[config.mk]
export PLATFORM = sky130hd
export DESIGN_NAME = pose_sonar_frame_deframer_unit_flat
export DESIGN_NICKNAME = d
export VERILOG_FILES = /design/src/rtl/core/psfd_pkg.sv /design/src/rtl/core/psfd_in_if.sv /design/src/rtl/core/psfd_out_if.sv /design/src/rtl/core/pose_sonar_frame_deframer_unit.sv /design/src/rtl/core/psfd_tracker.sv /design/src/rtl/core/psfd_out_reg.sv /design/src/flat_wrapper.sv
export SDC_FILE = /design/constraint.sdc
export NUM_CORES = 1
export LEC_CHECK = 0
export BUFFER_PORTS_ARGS = -buffer_cell sky130_fd_sc_hd__buf_2
export CORE_ASPECT_RATIO = 0.9
export CORE_UTILIZATION = 50
export CTS_BUF_LIST = sky130_fd_sc_hd__clkbuf_2 sky130_fd_sc_hd__clkbuf_4 sky130_fd_sc_hd__clkbuf_8
export DETAILED_ROUTE_END_ITERATION = 8
export PLACE_DENSITY = 0.68
export SLEW_MARGIN = 10
export SYNTH_ARGS = -nofsm -noshare
export SYNTH_HDL_FRONTEND = slang
export SYNTH_SLANG_ARGS = --single-unit
[constraint.sdc]
create_clock -name clk -period 21.6 [get_ports clk]
set_input_delay 4.32 -clock clk [delete_from_list [all_inputs] [get_ports clk]]
set_output_delay 4.32 -clock clk [all_outputs]
set_load 0.005 [all_outputs]
[src/rtl/core/psfd_pkg.sv]
// Shared constants and types for the pose/sonar frame deframer.
`timescale 1ns / 1ps
package psfd_pkg;

  localparam logic [7:0] HDR_FIRST  = 8'hCC;
  localparam logic [7:0] HDR_SECOND = 8'hAA;
  localparam logic [7:0] TAIL_BYTE  = 8'hAA;

  localparam int FRAME_LEN = 27;
  localparam int STORE_LEN = FRAME_LEN - 3;
  localparam int POS_W     = $clog2(FRAME_LEN);

  localparam logic [POS_W-1:0] POS_HDR0 = POS_W'(0);
  localparam logic [POS_W-1:0] POS_HDR1 = POS_W'(1);
  localparam logic [POS_W-1:0] POS_BODY = POS_W'(2);
  localparam logic [POS_W-1:0] POS_TAIL = POS_W'(FRAME_LEN - 1);

  typedef logic [POS_W-1:0] pos_t;

  typedef struct packed {
    logic        frame_ok;
    logic [31:0] pos_x_bits;
    logic [31:0] pos_y_bits;
    logic [31:0] heading_bits;
    logic [15:0] dist_a1;
    logic [15:0] dist_a2;
    logic [15:0] dist_b1;
    logic [15:0] dist_b2;
    logic [15:0] dist_c1;
    logic [15:0] dist_c2;
  } result_t;

  typedef struct packed {
    logic main_valid;
    logic skid_valid;
    logic can_take;
  } skid_stat_t;

endpackage

[src/rtl/core/psfd_in_if.sv]
// Byte request channel: valid, ready and one received byte.
`timescale 1ns / 1ps
interface psfd_in_if;
  logic       valid;
  logic       ready;
  logic [7:0] rx_byte;

  modport source (output valid, output rx_byte, input ready);
  modport sink   (input valid, input rx_byte, output ready);
endinterface

[src/rtl/core/psfd_out_if.sv]
// Result request channel: valid, ready and the decoded frame fields.
`timescale 1ns / 1ps
interface psfd_out_if;
  logic        valid;
  logic        ready;
  logic        frame_ok;
  logic [31:0] pos_x_bits;
  logic [31:0] pos_y_bits;
  logic [31:0] heading_bits;
  logic [15:0] dist_a1;
  logic [15:0] dist_a2;
  logic [15:0] dist_b1;
  logic [15:0] dist_b2;
  logic [15:0] dist_c1;
  logic [15:0] dist_c2;

  modport source (output valid, output frame_ok, output pos_x_bits, output pos_y_bits,
                  output heading_bits, output dist_a1, output dist_a2, output dist_b1,
                  output dist_b2, output dist_c1, output dist_c2, input ready);
  modport sink   (input valid, input frame_ok, input pos_x_bits, input pos_y_bits,
                  input heading_bits, input dist_a1, input dist_a2, input dist_b1,
                  input dist_b2, input dist_c1, input dist_c2, output ready);
endinterface

[src/rtl/core/pose_sonar_frame_deframer_unit.sv]
// Top level of the pose/sonar frame deframer.
`timescale 1ns / 1ps
// Usage:
//   rx_ch takes one received byte per request. The block hunts for 27-byte
//   frames: 0xCC, 0xAA, twelve bytes of x/y/yaw (LE 32-bit), twelve bytes of
//   six LE 16-bit distances, then a tail byte. Header mismatch drops back to
//   the hunt without a result; the rejected byte is not rechecked as a header.
//   res_ch gives one request per tail byte: frame_ok is 1 for a 0xAA tail
//   (held values reloaded from this frame), else 0 with the old held values.
//   Throughput: one byte per cycle while rx_ch.ready is high, set by the
//   position counter and the update of state at each accepted byte.
//   A tail byte's result is registered into the result or skid register.
//   Stall: a result register plus one skid entry; rx_ch.ready stays high until
//   both hold results, so two frames' results can queue while res_ch stalls.
//   Reset (rst, synchronous): position back to the hunt, held values zero,
//   output queue empty. The payload store needs no reset.
module pose_sonar_frame_deframer_unit (
  input  logic       clk,
  input  logic       rst,
  psfd_in_if.sink    rx_ch,
  psfd_out_if.source res_ch
);

  logic                 acc;
  logic                 push;
  psfd_pkg::result_t    push_data;
  psfd_pkg::skid_stat_t stat;
  psfd_pkg::pos_t       pos;

  assign rx_ch.ready = stat.can_take;
  assign acc         = rx_ch.valid && rx_ch.ready;

  psfd_tracker u_tracker (
    .clk     (clk),
    .rst     (rst),
    .acc     (acc),
    .rx_byte (rx_ch.rx_byte),
    .push    (push),
    .res     (push_data),
    .pos     (pos)
  );

  psfd_out_reg u_out_reg (
    .clk       (clk),
    .rst       (rst),
    .push      (push),
    .push_data (push_data),
    .stat      (stat),
    .res_ch    (res_ch)
  );

  a_skid_needs_main: assert property (@(posedge clk) disable iff (rst)
    stat.skid_valid |-> stat.main_valid)
    else $error("skid entry held while result register empty");

  a_pos_range: assert property (@(posedge clk) disable iff (rst)
    pos <= psfd_pkg::POS_TAIL)
    else $error("frame position out of range");

  a_hdr_reject: assert property (@(posedge clk) disable iff (rst)
    (acc && pos == psfd_pkg::POS_HDR0 && rx_ch.rx_byte != psfd_pkg::HDR_FIRST)
    |=> pos == psfd_pkg::POS_HDR0)
    else $error("bad first header byte did not restart hunt");

  a_tail_result: assert property (@(posedge clk) disable iff (rst)
    (acc && pos == psfd_pkg::POS_TAIL && !stat.main_valid
     && rx_ch.rx_byte == psfd_pkg::TAIL_BYTE)
    |=> (res_ch.valid && res_ch.frame_ok))
    else $error("good tail did not give an accepted result");

endmodule

[src/rtl/core/psfd_tracker.sv]
// Frame position counter, payload shift store and held pose/distance values.
`timescale 1ns / 1ps
module psfd_tracker (
  input  logic              clk,
  input  logic              rst,
  input  logic              acc,
  input  logic [7:0]        rx_byte,
  output logic              push,
  output psfd_pkg::result_t res,
  output psfd_pkg::pos_t    pos
);

  logic [7:0]     store [psfd_pkg::STORE_LEN];
  logic [31:0]    held_pose [3];
  logic [15:0]    held_dist [6];
  psfd_pkg::pos_t pos_next;
  psfd_pkg::pos_t cur;
  logic           tail_ok;
  logic [31:0]    new_pose [3];
  logic [15:0]    new_dist [6];

  // out-of-range position behaves as position 0
  assign cur = (pos > psfd_pkg::POS_TAIL) ? psfd_pkg::POS_HDR0 : pos;

  // store[0] holds frame byte 2 once the body has been shifted in
  always_comb begin
    for (int i = 0; i < 3; i++) begin
      new_pose[i] = {store[4*i+3], store[4*i+2], store[4*i+1], store[4*i]};
    end
    for (int i = 0; i < 6; i++) begin
      new_dist[i] = {store[13+2*i], store[12+2*i]};
    end
  end

  assign tail_ok = (rx_byte == psfd_pkg::TAIL_BYTE);
  assign push    = acc && (cur == psfd_pkg::POS_TAIL);

  always_comb begin
    pos_next = pos;
    if (acc) begin
      if (cur == psfd_pkg::POS_HDR0) begin
        pos_next = (rx_byte == psfd_pkg::HDR_FIRST) ? psfd_pkg::POS_HDR1 : psfd_pkg::POS_HDR0;
      end else if (cur == psfd_pkg::POS_HDR1) begin
        pos_next = (rx_byte == psfd_pkg::HDR_SECOND) ? psfd_pkg::POS_BODY : psfd_pkg::POS_HDR0;
      end else if (cur == psfd_pkg::POS_TAIL) begin
        pos_next = psfd_pkg::POS_HDR0;
      end else begin
        pos_next = cur + psfd_pkg::pos_t'(1);
      end
    end
  end

  always_ff @(posedge clk) begin
    if (rst) begin
      pos <= psfd_pkg::POS_HDR0;
    end else begin
      pos <= pos_next;
    end
  end

  always_ff @(posedge clk) begin
    if (acc && (cur >= psfd_pkg::POS_BODY) && (cur < psfd_pkg::POS_TAIL)) begin
      for (int i = 0; i < psfd_pkg::STORE_LEN - 1; i++) begin
        store[i] <= store[i+1];
      end
      store[psfd_pkg::STORE_LEN-1] <= rx_byte;
    end
  end

  always_ff @(posedge clk) begin
    if (rst) begin
      for (int i = 0; i < 3; i++) held_pose[i] <= '0;
      for (int i = 0; i < 6; i++) held_dist[i] <= '0;
    end else if (push && tail_ok) begin
      for (int i = 0; i < 3; i++) held_pose[i] <= new_pose[i];
      for (int i = 0; i < 6; i++) held_dist[i] <= new_dist[i];
    end
  end

  // result carries the values as they stand after this tail
  always_comb begin
    res.frame_ok     = tail_ok;
    res.pos_x_bits   = tail_ok ? new_pose[0] : held_pose[0];
    res.pos_y_bits   = tail_ok ? new_pose[1] : held_pose[1];
    res.heading_bits = tail_ok ? new_pose[2] : held_pose[2];
    res.dist_a1      = tail_ok ? new_dist[0] : held_dist[0];
    res.dist_a2      = tail_ok ? new_dist[1] : held_dist[1];
    res.dist_b1      = tail_ok ? new_dist[2] : held_dist[2];
    res.dist_b2      = tail_ok ? new_dist[3] : held_dist[3];
    res.dist_c1      = tail_ok ? new_dist[4] : held_dist[4];
    res.dist_c2      = tail_ok ? new_dist[5] : held_dist[5];
  end

endmodule

[src/rtl/core/psfd_out_reg.sv]
// Result register with one skid entry so the byte side keeps moving under stall.
`timescale 1ns / 1ps
module psfd_out_reg (
  input  logic                   clk,
  input  logic                   rst,
  input  logic                   push,
  input  psfd_pkg::result_t      push_data,
  output psfd_pkg::skid_stat_t   stat,
  psfd_out_if.source             res_ch
);

  logic              main_valid;
  logic              skid_valid;
  psfd_pkg::result_t main_data;
  psfd_pkg::result_t skid_data;
  logic              pop;

  assign pop = main_valid && res_ch.ready;

  always_ff @(posedge clk) begin
    if (rst) begin
      main_valid <= 1'b0;
      skid_valid <= 1'b0;
    end else if (skid_valid) begin
      if (pop) begin
        main_data  <= skid_data;
        skid_valid <= 1'b0;
      end
    end else if (push) begin
      if (!main_valid || pop) begin
        main_data  <= push_data;
        main_valid <= 1'b1;
      end else begin
        skid_data  <= push_data;
        skid_valid <= 1'b1;
      end
    end else if (pop) begin
      main_valid <= 1'b0;
    end
  end

  assign stat.main_valid = main_valid;
  assign stat.skid_valid = skid_valid;
  assign stat.can_take   = !skid_valid;

  assign res_ch.valid        = main_valid;
  assign res_ch.frame_ok     = main_data.frame_ok;
  assign res_ch.pos_x_bits   = main_data.pos_x_bits;
  assign res_ch.pos_y_bits   = main_data.pos_y_bits;
  assign res_ch.heading_bits = main_data.heading_bits;
  assign res_ch.dist_a1      = main_data.dist_a1;
  assign res_ch.dist_a2      = main_data.dist_a2;
  assign res_ch.dist_b1      = main_data.dist_b1;
  assign res_ch.dist_b2      = main_data.dist_b2;
  assign res_ch.dist_c1      = main_data.dist_c1;
  assign res_ch.dist_c2      = main_data.dist_c2;

endmodule
[src/flat_wrapper.sv]
// flat-port wrapper written by rule: the top's interface ports become plain ports
module pose_sonar_frame_deframer_unit_flat 
  (clk, rst, rx_ch_valid, rx_ch_rx_byte, rx_ch_ready, res_ch_valid, res_ch_frame_ok, res_ch_pos_x_bits, res_ch_pos_y_bits, res_ch_heading_bits, res_ch_dist_a1, res_ch_dist_a2, res_ch_dist_b1, res_ch_dist_b2, res_ch_dist_c1, res_ch_dist_c2, res_ch_ready);
  psfd_in_if rx_ch_i ();
  psfd_out_if res_ch_i ();
  input  logic clk;
  input  logic rst;
  input wire logic [$bits(rx_ch_i.valid)-1:0] rx_ch_valid;
  input wire logic [$bits(rx_ch_i.rx_byte)-1:0] rx_ch_rx_byte;
  output wire logic [$bits(rx_ch_i.ready)-1:0] rx_ch_ready;
  output wire logic [$bits(res_ch_i.valid)-1:0] res_ch_valid;
  output wire logic [$bits(res_ch_i.frame_ok)-1:0] res_ch_frame_ok;
  output wire logic [$bits(res_ch_i.pos_x_bits)-1:0] res_ch_pos_x_bits;
  output wire logic [$bits(res_ch_i.pos_y_bits)-1:0] res_ch_pos_y_bits;
  output wire logic [$bits(res_ch_i.heading_bits)-1:0] res_ch_heading_bits;
  output wire logic [$bits(res_ch_i.dist_a1)-1:0] res_ch_dist_a1;
  output wire logic [$bits(res_ch_i.dist_a2)-1:0] res_ch_dist_a2;
  output wire logic [$bits(res_ch_i.dist_b1)-1:0] res_ch_dist_b1;
  output wire logic [$bits(res_ch_i.dist_b2)-1:0] res_ch_dist_b2;
  output wire logic [$bits(res_ch_i.dist_c1)-1:0] res_ch_dist_c1;
  output wire logic [$bits(res_ch_i.dist_c2)-1:0] res_ch_dist_c2;
  input wire logic [$bits(res_ch_i.ready)-1:0] res_ch_ready;
  assign rx_ch_i.valid = rx_ch_valid;
  assign rx_ch_i.rx_byte = rx_ch_rx_byte;
  assign rx_ch_ready = rx_ch_i.ready;
  assign res_ch_valid = res_ch_i.valid;
  assign res_ch_frame_ok = res_ch_i.frame_ok;
  assign res_ch_pos_x_bits = res_ch_i.pos_x_bits;
  assign res_ch_pos_y_bits = res_ch_i.pos_y_bits;
  assign res_ch_heading_bits = res_ch_i.heading_bits;
  assign res_ch_dist_a1 = res_ch_i.dist_a1;
  assign res_ch_dist_a2 = res_ch_i.dist_a2;
  assign res_ch_dist_b1 = res_ch_i.dist_b1;
  assign res_ch_dist_b2 = res_ch_i.dist_b2;
  assign res_ch_dist_c1 = res_ch_i.dist_c1;
  assign res_ch_dist_c2 = res_ch_i.dist_c2;
  assign res_ch_i.ready = res_ch_ready;
  pose_sonar_frame_deframer_unit u_core (.clk(clk), .rst(rst), .rx_ch(rx_ch_i), .res_ch(res_ch_i));
endmodule
Yosys cells after proc, flatten, opt, wreduce, memory -nomap -nowiden. Memories as Yosys holds them, arrays and structs flattened. Cells that the tools add are included.

Register bits after elaboration: 393. Input port bits: 12. Bits in writable memories: 384. Memories: 3.

Memories: u_core.u_tracker.store (words 24, bits a word 8, read ports 24, clocked after Yosys merged registers in 0, write ports 24, line psfd_tracker.sv:13) `logic [7:0] store [psfd_pkg::STORE_LEN];`; u_core.u_tracker.held_dist (words 6, bits a word 16, read ports 6, clocked after Yosys merged registers in 0, write ports 6, line psfd_tracker.sv:15) `logic [15:0] held_dist [6];`; u_core.u_tracker.held_pose (words 3, bits a word 32, read ports 3, clocked after Yosys merged registers in 0, write ports 3, line psfd_tracker.sv:14) `logic [31:0] held_pose [3];`.

Equal/unequal tests: 6. Magnitude comparators: 3. Reductions and logical operators: 16. Bitwise operators: 12. Mux-type cells: 42. Add/subtract/negate cells: 1.

Operators by type and width (number): $mux 193 (4); $mux 16 (12); $mux 32 (6); $mux 5 (4); $eq 8x8->1 const B (2); $mux 1 (15); $or 1x1->1 (9); $reduce_and 4->1 (2); $logic_and 1x1->1 (6); $reduce_bool 2->1 (3); $add 5x1->5 const B (1); $eq 5x1->1 const B (1); $eq 5x5->1 const B (1); $ge 5x2->1 const B (1); $gt 5x5->1 const B (1); $logic_not 5->1 (1); $lt 5x5->1 const B (1); $not 1->1 (3); $reduce_and 3->1 (1); $logic_not 1->1 (2); $mux 2 (1); $ne 2x1->1 const B (1); $ne 2x2->1 const B (1); $logic_or 1x1->1 (1).

Depth between registers and ports, before layout. Gate-level depths: netlist (run 1).

Depth after elaboration: 9. Mapped depth: 10. Depth with buffers taken out: 9.

Hierarchy. A second synthesis (run 1) with hierarchy kept.

Cells, all modules: 1495. Area, all modules: 30105.1 um^2.

Modules (own cells, without submodules): psfd_tracker (times used 1, seq. area each 11631.2 um^2, area each 15620.0 um^2, cells each 878); psfd_out_reg (times used 1, seq. area each 11631.2 um^2, area each 14478.9 um^2, cells each 616); pose_sonar_frame_deframer_unit (times used 1, seq. area each 0.0 um^2, area each 6.3 um^2, cells each 1).

Worst setup path before layout (run 1). OpenSTA, ideal clock, no wires.

Path type: in2reg. Start: input port rx_ch_valid. End: register u_core.u_out_reg.main_data, in the netlist u_core.u_out_reg.res_ch.dist_a1[0] (enable). Required time: 20.548 ns. Library setup time: 1.052 ns. Setup slack: 1.383 ns. Path buffers: 0. Arrival time: 19.165 ns. Stages on the path: 3. Cell sequence: nor2b_1 > nand2_1 > a221oi_1.

Cells in the longest elaborated chain, start to end: 4.

Ends and longest elaborated chain: from (decl) (line flat_wrapper.sv:8) `input wire logic [$bits(rx_ch_i.valid)-1:0] rx_ch_valid;`; $logic_and 1x1->1 (line pose_sonar_frame_deframer_unit.sv:31) `assign acc = rx_ch.valid && rx_ch.ready;`; $logic_and 1x1->1 (line psfd_tracker.sv:36) `assign push = acc && (cur == psfd_pkg::POS_TAIL);`; $reduce_bool 2->1 (no source line); $reduce_and 4->1 (no source line); to (signal assigned) (line psfd_out_reg.sv:26) `main_data <= skid_data;`; to (signal assigned) (line psfd_out_reg.sv:31) `main_data <= push_data;`; to (decl) (line psfd_out_reg.sv:14) `psfd_pkg::result_t main_data;`.

Every way passes these cells. A chain may end at the register's enable or synchronous reset.

Worst setup path in the final report (run 1).
Start: input port rx_ch_rx_byte[6]. End: register u_core.u_out_reg.main_data, in the netlist u_core.u_out_reg.res_ch.dist_c1[15] (data pin).

Cells in the longest elaborated chain, start to end: 5.

Ends and longest elaborated chain: from (decl) (line flat_wrapper.sv:9) `input wire logic [$bits(rx_ch_i.rx_byte)-1:0] rx_ch_rx_byte;`; $eq 8x8->1 (line psfd_tracker.sv:35) `assign tail_ok = (rx_byte == psfd_pkg::TAIL_BYTE);`; $mux 16 (line psfd_tracker.sv:90) `res.dist_c1 = tail_ok ? new_dist[4] : held_dist[4];`; $mux 193 (line psfd_out_reg.sv:30) `if (!main_valid || pop) begin`; $mux 193 (line psfd_out_reg.sv:29) `end else if (push) begin`; $mux 193 (line psfd_out_reg.sv:24) `end else if (skid_valid) begin`.

Every way passes these cells. The select of a mux whose other input is x is not followed.

==> metrics.md, run 1 <==
| Metric | Value |
|---|---|
| Status | `completed` |
| Unrepaired setup endpoints after global routing | `no` |
| Core area | `58440 µm²` |
| VDD IR max | `52.11 µV` |
| Sequential share of the synthesized area | `0.7878` |
| WL met2 | `28.44 mm` |
| Die Y | `232.5 µm` |
| Total track usage | `0.2038` |
| Power per cell area | `85.90 nW/µm²` |
| Worst-Skew Late Latency | `730 ps` |
| Cells resized by post-CTS repair | `0` |
| Reg2reg start | `u_core.u_tracker.pos[3]$_SDFFE_PP0P_` |
| Rows | `84` |
| Mapped Area | `29530 µm²` |
| Clock Tree Buf Depth | `3` |
| Layout cells sized above 1 | `0.2297` |
| Async SR Flop Fraction | `0` |
| Clk sink count | `777` |
| Crit path cell chain | `buf_2 -> nor4bb_1 -> nand2b_4 -> inv_6 -> buf_4 -> nand2_1 -> a31oi_1` |
| 1st-iter DRT viols | `1560` |
| Vias in the first global route | `16.64k` |
| Critical Path End Type | `flop` |
| First-pass DRT Iterations | `5` |
| Worst r2r path cells | `6` |
| Netlist cell types | `42` |
| ANT cells | `0` |
| WHS | `442.9 ps` |
| CP endpoint | `u_core.u_out_reg.res_ch.dist_c1[15]$_DFFE_PP_` |
| Slowest cell delay on critical path | `960 ps` |
| I/O pins | `207` |
| Routed len/inst | `19.14 µm` |
| Final Instance Area | `33400 µm²` |
| CTS buffer count | `117` |
| Startpoint types | `primary input` |
| Fin Clk Skew | `34.00 ps` |
| Slowest CP cell | `buf_4` |
| Number of synthesized flops with an enable pin | `770` |
| Clk root buf | `clkbuf_8` |
| DP HPWL | `33.80 mm` |
| Worst Setup Slack, final | `14350 ps` |
| Fin. Hold Viols | `0` |
| Max-Cap Viols | `0` |
| Antenna-violating nets left | `0` |
| Initial antenna violation count | `0` |
| Period utilization | `0.3357` |
| WP data arrival | `7810 ps` |
| H-tree levels | `3` |
| Ys flop type | `edfxtp_1` |
| Width of the die | `258.2 µm` |
| CTS tree | `yes` |
| Leak Pwr | `0.01189 µW` |
| DRC | `0` |
| Max Clk Rate | `137.9 MHz` |
| Worst R2R Setup Slack | `17870 ps` |
| Port Buf Inserts | `206` |
| Crit Path Max Fanout | `101` |
| Area grow syn2layout | `13.10%` |
| Layout Nets | `2361` |
| Dpl ws | `13670 ps` |
| Net count after synthesis | `2127` |
| Met3 WL | `3.800 mm` |
| Hold Startpoint | `u_core.u_tracker.store[1][38]$_DFFE_PP_` |
| Final Setup Violations | `0` |
| Grt ovf | `0` |
| Post-CTS Hold Fix Bufs | `0` |
| Worst-path clk slew | `60 ps` |
| Yosys warns | `0` |
| Hold Path Class | `reg2reg` |
| Total number of vias | `17.20k` |
| Routed vias/inst | `5.371` |
| Wire length on met1 | `27.82 mm` |
| DR top layer | `met4` |
| Placer Congestion | `0.7567` |
| Initial Utilization | `0.5053` |
| Die area | `60030 µm²` |
| Syn Area/Cell | `13.99 µm²` |
| Syn Inst Count | `2111` |
| Critical path class | `in2reg` |
| Placed cell area | `31130 µm²` |
| Slew Limit Fails | `0` |
| Worst R2R End | `u_core.u_out_reg.skid_data[94]$_DFFE_PP_` |
| Slew HR | `0.08826` |
| Final wirelength | `61.32 mm` |
| Worst setup startpoint | `rx_ch_rx_byte[6]` |
| Setup bufs post-CTS | `0` |
| Largest net degree at the start of global routing | `183` |
| Minimum clock period | `7251 ps` |
| #FFs+latches synth | `777` |
| CP required | `22160 ps` |
| Worst-Margin Slew | `1368 ps` |
| Finished Core Util | `0.5715` |
| First-pass GRT wire length | `94.27 mm` |
| Setup tns final | `0 ps` |
-- registers in the layout, summed over array words and instances (netlist names), 32 cells and up --
name and flops:
u_core.u_out_reg.res_ch.heading_bits 32, u_core.u_out_reg.res_ch.pos_x_bits 32, u_core.u_out_reg.res_ch.pos_y_bits 32, u_core.u_out_reg.skid_data 193
u_core.u_tracker.held_dist 96, u_core.u_tracker.held_pose 96, u_core.u_tracker.store 192
-- cell usage in the layout, fill, tap and decap left out, types with 17 or more instances in the layout --
master / synthesis / layout
edfxtp_1: 770 / 770
nand2_1: 584 / 584
nor2_1: 246 / 246
buf_2: 8 / 206
a31oi_1: 195 / 195
nor2_2: 140 / 140
clkbuf_8: 0 / 117
clkbuf_4: 0 / 31
clkinv_1: 0 / 23
clkinv_2: 0 / 19
buf_4: 18 / 17
-- critical path, delay by kind of cell --
family / cells / cell delay [ps]
AND/OR/NAND/NOR: 3 / 1200
buffers and inverters: 3 / 1800
AO/OA/AOI/OAI: 1 / 240
-- cells by family after synthesis --
group                      count (synthesis)  synth area share
and+or+nand+nor                          991            0.1406
DFF                                      777            0.7878
AOI/OAI and AO/OA                        220           0.04729
buffers and inverters                    119           0.02259
adders and majority gates                  4          0.001695
-- synthesized netlist by cell type, types with 2 or more instances --
master    number  area [µm²]
a31oi_1      195        1220
a21oi_1        5       25.02
nand2_1      584        2192
nand2b_1       3       18.77
inv_2          2       7.510
nor2_1       246       923.4
edfxtp_1     770       23120
dfxtp_1        7       140.1
inv_1          7       26.28
o211ai_1       4       30.03
buf_4         18       135.1
buf_1         15       56.30
nor3_1         4       20.02
clkbuf_1      50       187.7
o21ai_0        6       30.03
buf_6         19       214.0
buf_2          8       40.04
nor2b_1        2       12.51
nor2_2       140       875.8
ha_1           4       50.05
-- layer usage --
metal,global-route usage,vias to the layer above
li1,-,8064
met1,0.2992,8454
met2,0.3115,594
met3,0.03747,91
met4,0.06102,0
met5,0,-
-- how the worst min path moves through the flow --
stage | to | slack (ps) | cells after the start
final | u_core.u_tracker.store[1][30]$_DFFE_PP_ | 440 | 0
after global routing | u_core.u_tracker.store[1][62]$_DFFE_PP_ | 460 | 0
after CTS | u_core.u_tracker.store[1][30]$_DFFE_PP_ | 440 | 0
after detailed placement | u_core.u_tracker.store[1][1]$_DFFE_PP_ | 430 | 0
after global placement | u_core.u_tracker.store[1][63]$_DFFE_PP_ | 430 | 0
after floorplan | u_core.u_tracker.store[0][0]$_DFFE_PP_ | 430 | 0
-- per-stage QoR --
step / instances / total power [µW]
6_report: 3203 / 2869
5_1_grt: 3203 / 2962
4_1_cts: 3203 / 2900
3_5_place_dp: 3000 / 1732
3_3_place_gp: 3000 / 1730
2_1_floorplan: 2111 / 1728
-- where the power goes --
group	internal [µW]	switching, µW	total [µW]
logic	12.1	26.7	38.8
clock network	611	557	1170
registers	1660	3.46	1660
-- final cells by class --
cell class                 count  area (µm²)
clock inverter                55       424.2
sequential                   777       23260
multi-input combinational   1215        5653
timing repair buffer         225        1199
fill                        4727       25040
tap                          774       968.4
inverter                       9       46.29
clock buffer                 148        1843
(Power assumes the default switching activity.)
==> run 2: changes to the inputs <==
--- a/config.mk
+++ b/config.mk
@@ -5,6 +5,7 @@
 export SDC_FILE = /design/constraint.sdc
 export NUM_CORES = 1
 export LEC_CHECK = 0
+export ABC_AREA = 1
 export BUFFER_PORTS_ARGS = -buffer_cell sky130_fd_sc_hd__buf_2
 export CORE_ASPECT_RATIO = 0.9
 export CORE_UTILIZATION = 50
==> constraint.sdc (replaced) <==
create_clock -name clk -period 7 [get_ports clk]
set_input_delay 1.4 -clock clk [delete_from_list [all_inputs] [get_ports clk]]
set_output_delay 1.4 -clock clk [all_outputs]
set_load 0.005 [all_outputs]
==> run 2 against run 1 <==
Net effect: total power rose to 3.1 times the previous value; sequential power increased to 3.1 times the previous value; via count decreased by 1.0%; register-to-register slack worse by 14000 ps; critical endpoint is now u_core.u_tracker.held_dist[2][12]$_SDFFCE_PN0P_.
==> metrics.md, run 2 <==
| Metric | Value |
|---|---|
| Hold Path Class | `reg2reg` |
| Slowest CP cell | `nand3_4` |
| I/O pins | `207 (unchanged)` |
| Total track usage | `0.1924 (-0.01140)` |
| Port Buf Inserts | `206 (unchanged)` |
| Hold Startpoint | `u_core.u_tracker.store[2][6]$_DFFE_PP_` |
| Post-Place Cells | `3217 (+7.2%)` |
| Final wirelength | `57.34 mm (-6.5%)` |
| Crit Path Max Fanout | `158 (+56%)` |
| Crit path cell chain | `buf_2 -> inv_1 -> nand2_1 -> nor2_2 -> nand2_8 -> inv_1 -> nand3_4 -> buf_4 -> nor2_1` |
| Width of the die | `259.7 µm (+0.58%)` |
| H-tree levels | `3 (unchanged)` |
| Post-CTS Hold Fix Bufs | `0 (unchanged)` |
| Setup tns final | `0 ps (unchanged)` |
| Max-Cap Viols | `0 (unchanged)` |
| Largest delay share family, worst path | `simple AND/OR/NAND/NOR gates` |
| Ys flop type | `edfxtp_1` |
| Routed len/inst | `16.76 µm (-12%)` |
| Mapped Area | `29880 µm² (+1.2%)` |
| Status | `completed` |
| Largest net degree at the start of global routing | `238 (+30%)` |
| Leak Pwr | `0.01330 µW (+12%)` |
| #FFs+latches synth | `777 (unchanged)` |
| First-pass GRT wire length | `90.72 mm (-3.8%)` |
| Routed vias/inst | `4.977 (-7.3%)` |
| Critical Path End Type | `flop` |
| Worst-Skew Late Latency | `690 ps (-40 ps)` |
| Antenna-violating nets left | `0 (unchanged)` |
| Commonest non-fill, non-tap cell in the layout | `nand2_1` |
| Grt ovf | `0 (unchanged)` |
| Net count after synthesis | `2353 (+11%)` |
| CP required | `7540 ps (-14620 ps)` |
| CTS buffer count | `117 (unchanged)` |
| Highest-count cells in the layout ignoring fill and taps | `nand2_1, edfxtp_1, inv_1` |
| Post-synth top area share | `0.7739 (-0.009117)` |
| Top Usage Layer GRT | `met2` |
| Number of synthesized flops with an enable pin | `770 (unchanged)` |
| Worst setup startpoint | `rx_ch_rx_byte[0]` |
| Ranking of synthesized cells by area | `edfxtp_1, nand2_1, inv_1, o21ai_0, nor3_1` |
| Die Y | `233.9 µm (+0.58%)` |
| Area of the multi-input gates | `5338 µm² (-5.6%)` |
| Slowest cell delay on critical path | `800 ps (-160 ps)` |
| Core area | `58750 µm² (+0.54%)` |
| Fillers | `4666 (-1.3%)` |
| Syn Inst Count | `2337 (+11%)` |
| Final Setup Violations | `0 (unchanged)` |
| Top cell by count, worst path | `inv_1` |
| Cells resized by post-CTS repair | `0 (unchanged)` |
| Unrepaired setup endpoints after global routing | `no` |
| Reg2reg start | `u_core.u_out_reg.skid_valid$_SDFF_PP0_` |
| Clk sink count | `777 (unchanged)` |
| Global routing met2 resource utilization | `0.3016 (-0.009909)` |
| Max FFs per register | `193 (unchanged)` |
| DP HPWL | `33.17 mm (-1.9%)` |
| Startpoint types | `primary input` |
| WP data arrival | `4240 ps (-3570 ps)` |
| Area grow syn2layout | `13.31%` |
| Slew Limit Fails | `0 (unchanged)` |
| GR Util met1 | `0.2733 (-0.02594)` |
| Syn Area/Cell | `12.78 µm² (-8.6%)` |
| Sequential share of the synthesized area | `0.7786 (-0.009172)` |
| Total number of vias | `17.03k (-1.0%)` |
| Layout Nets | `2578 (+9.2%)` |
| Power per cell area | `259.5 nW/µm² (+200%)` |
| Met3 global-route usage | `0.03859 (+0.001113)` |
| Setup bufs post-CTS | `0 (unchanged)` |
| Yosys warns | `0 (unchanged)` |
| Minimum clock period | `3702 ps` |
| VDD IR max | `179.5 µV (+240%)` |
| Period utilization | `0.5289` |
| Async SR Flop Fraction | `0 (unchanged)` |
| Reg with most FFs | `u_core.u_out_reg.skid_data` |
| Clk root buf | `clkbuf_8` |
| CTS tree | `yes` |
| Fin. Hold Viols | `0 (unchanged)` |
| Vias in the first global route | `16.57k (-0.43%)` |
| Initial antenna violation count | `1 (+1)` |
| Register area | `23270 µm² (about the same)` |
| Worst-path clk slew | `60 ps (about the same)` |
| Clock Tree Buf Depth | `3 (unchanged)` |
| Top Registers | `u_core.u_out_reg.skid_data (193), u_core.u_tracker.store (192)` |
| Initial Utilization | `0.5085 (+0.003209)` |
| 1st-iter DRT viols | `1385 (-11%)` |
| DRC | `0 (unchanged)` |
| Final Non-Filler Cells | `3422 (+6.8%)` |
| Fin Clk Skew | `18.94 ps (-15.06 ps)` |
| First-pass DRT Iterations | `5 (unchanged)` |
| Most area-hungry cell type in the Yosys netlist | `edfxtp_1` |
| Slew HR | `0.2274 (+0.1391)` |
| Netlist cell types | `25 (-40%)` |
| Critical path class | `in2reg` |
| Rows | `84 (unchanged)` |
| Most common cell in the synthesized netlist | `nand2_1` |
| Synth top cells by count | `nand2_1, edfxtp_1, inv_1` |
| Layout cells sized above 1 | `0.1825 (-0.04725)` |
| Worst-Margin Slew | `1159 ps (-208.7 ps)` |
| Placer Congestion | `0.7914 (+4.6%)` |
| CP bufs+invs | `4 (+1)` |
| Die area | `60740 µm² (+1.2%)` |
| Max Clk Rate | `270.1 MHz` |
-- run 2: changes by cell type after synthesis, sizes merged, moves of 4 or more --
| cell | change |
|---|---|
| a21oi | +4 |
| buf | -9 |
| nand4 | +4 |
| o21ai | +193 |
| o211ai | -4 |
| clkbuf | +16 |
| nand2 | +216 |
| nor3 | +96 |
| nor2 | -282 |
| a31oi | -195 |
| inv | +203 |
| nand3 | +5 |
-- run 2: metrics by stage --
stage	hold slack, ps	total power [µW]	setup WS, ps	utilization	area [µm²]
floorplan	426.4	5277	65.38	-	29910
global placement	428.8	5306	2632	0.5380	31610
detailed placement	432.3	5310	2554	0.5380	31610
CTS	445.3	8876	3301	0.5762	33850
global route	458.0	9084	3059	0.5762	33850
finish	444.1	8784	3298	0.5762	33850
-- run 2: final timing paths --
path                            depth (start not counted)  slack (ps)                                              end
worst max-delay path                                    9        3300  u_core.u_tracker.held_dist[2][12]$_SDFFCE_PN0P_
worst min-delay path                                    0         440          u_core.u_tracker.store[1][62]$_DFFE_PP_
worst max register to register                          6        3690         u_core.u_out_reg.skid_data[61]$_DFFE_PP_
worst min register to register                          0         440          u_core.u_tracker.store[1][62]$_DFFE_PP_
-- run 2: cell families (layout without fill, tap and decap cells) --
logic type / count (synthesis) / count (layout) / synth area share
AND/OR/NAND/NOR: 1017 / 1017 / 0.1389
flip-flops: 777 / 777 / 0.7786
buffers and inverters: 330 / 640 / 0.04443
AO/OA/AOI/OAI: 208 / 208 / 0.03610
adder cells (fa/ha/maj): 4 / 4 / 0.001675
XOR/XNOR: 1 / 1 / 0.0002932
other: 0 / 1 / 0
-- run 2: area by class of cell --
type / count / share of cell area
inverter: 213 / 0.02406
clock inverter: 52 / 0.01072
timing repair buffer: 223 / 0.03607
tap: 774 / 0.02861
clock buffer: 152 / 0.05551
antenna: 1 / 0.00007392
multi-input combinational: 1230 / 0.1577
sequential: 777 / 0.6873
-- run 2: metal layers --
layer / vias up / routed length (µm)
met5: - / 0
met4: 0 / 1185
met3: 95 / 3088
met2: 477 / 26630
met1: 8101 / 26440
li1: 8357 / -
-- run 2: power by group --
part | internal [µW] | switching (µW)
clock | 1920 | 1650
combinational | 27.1 | 77.4
sequential | 5100 | 7.67
total | 7050 | 1730
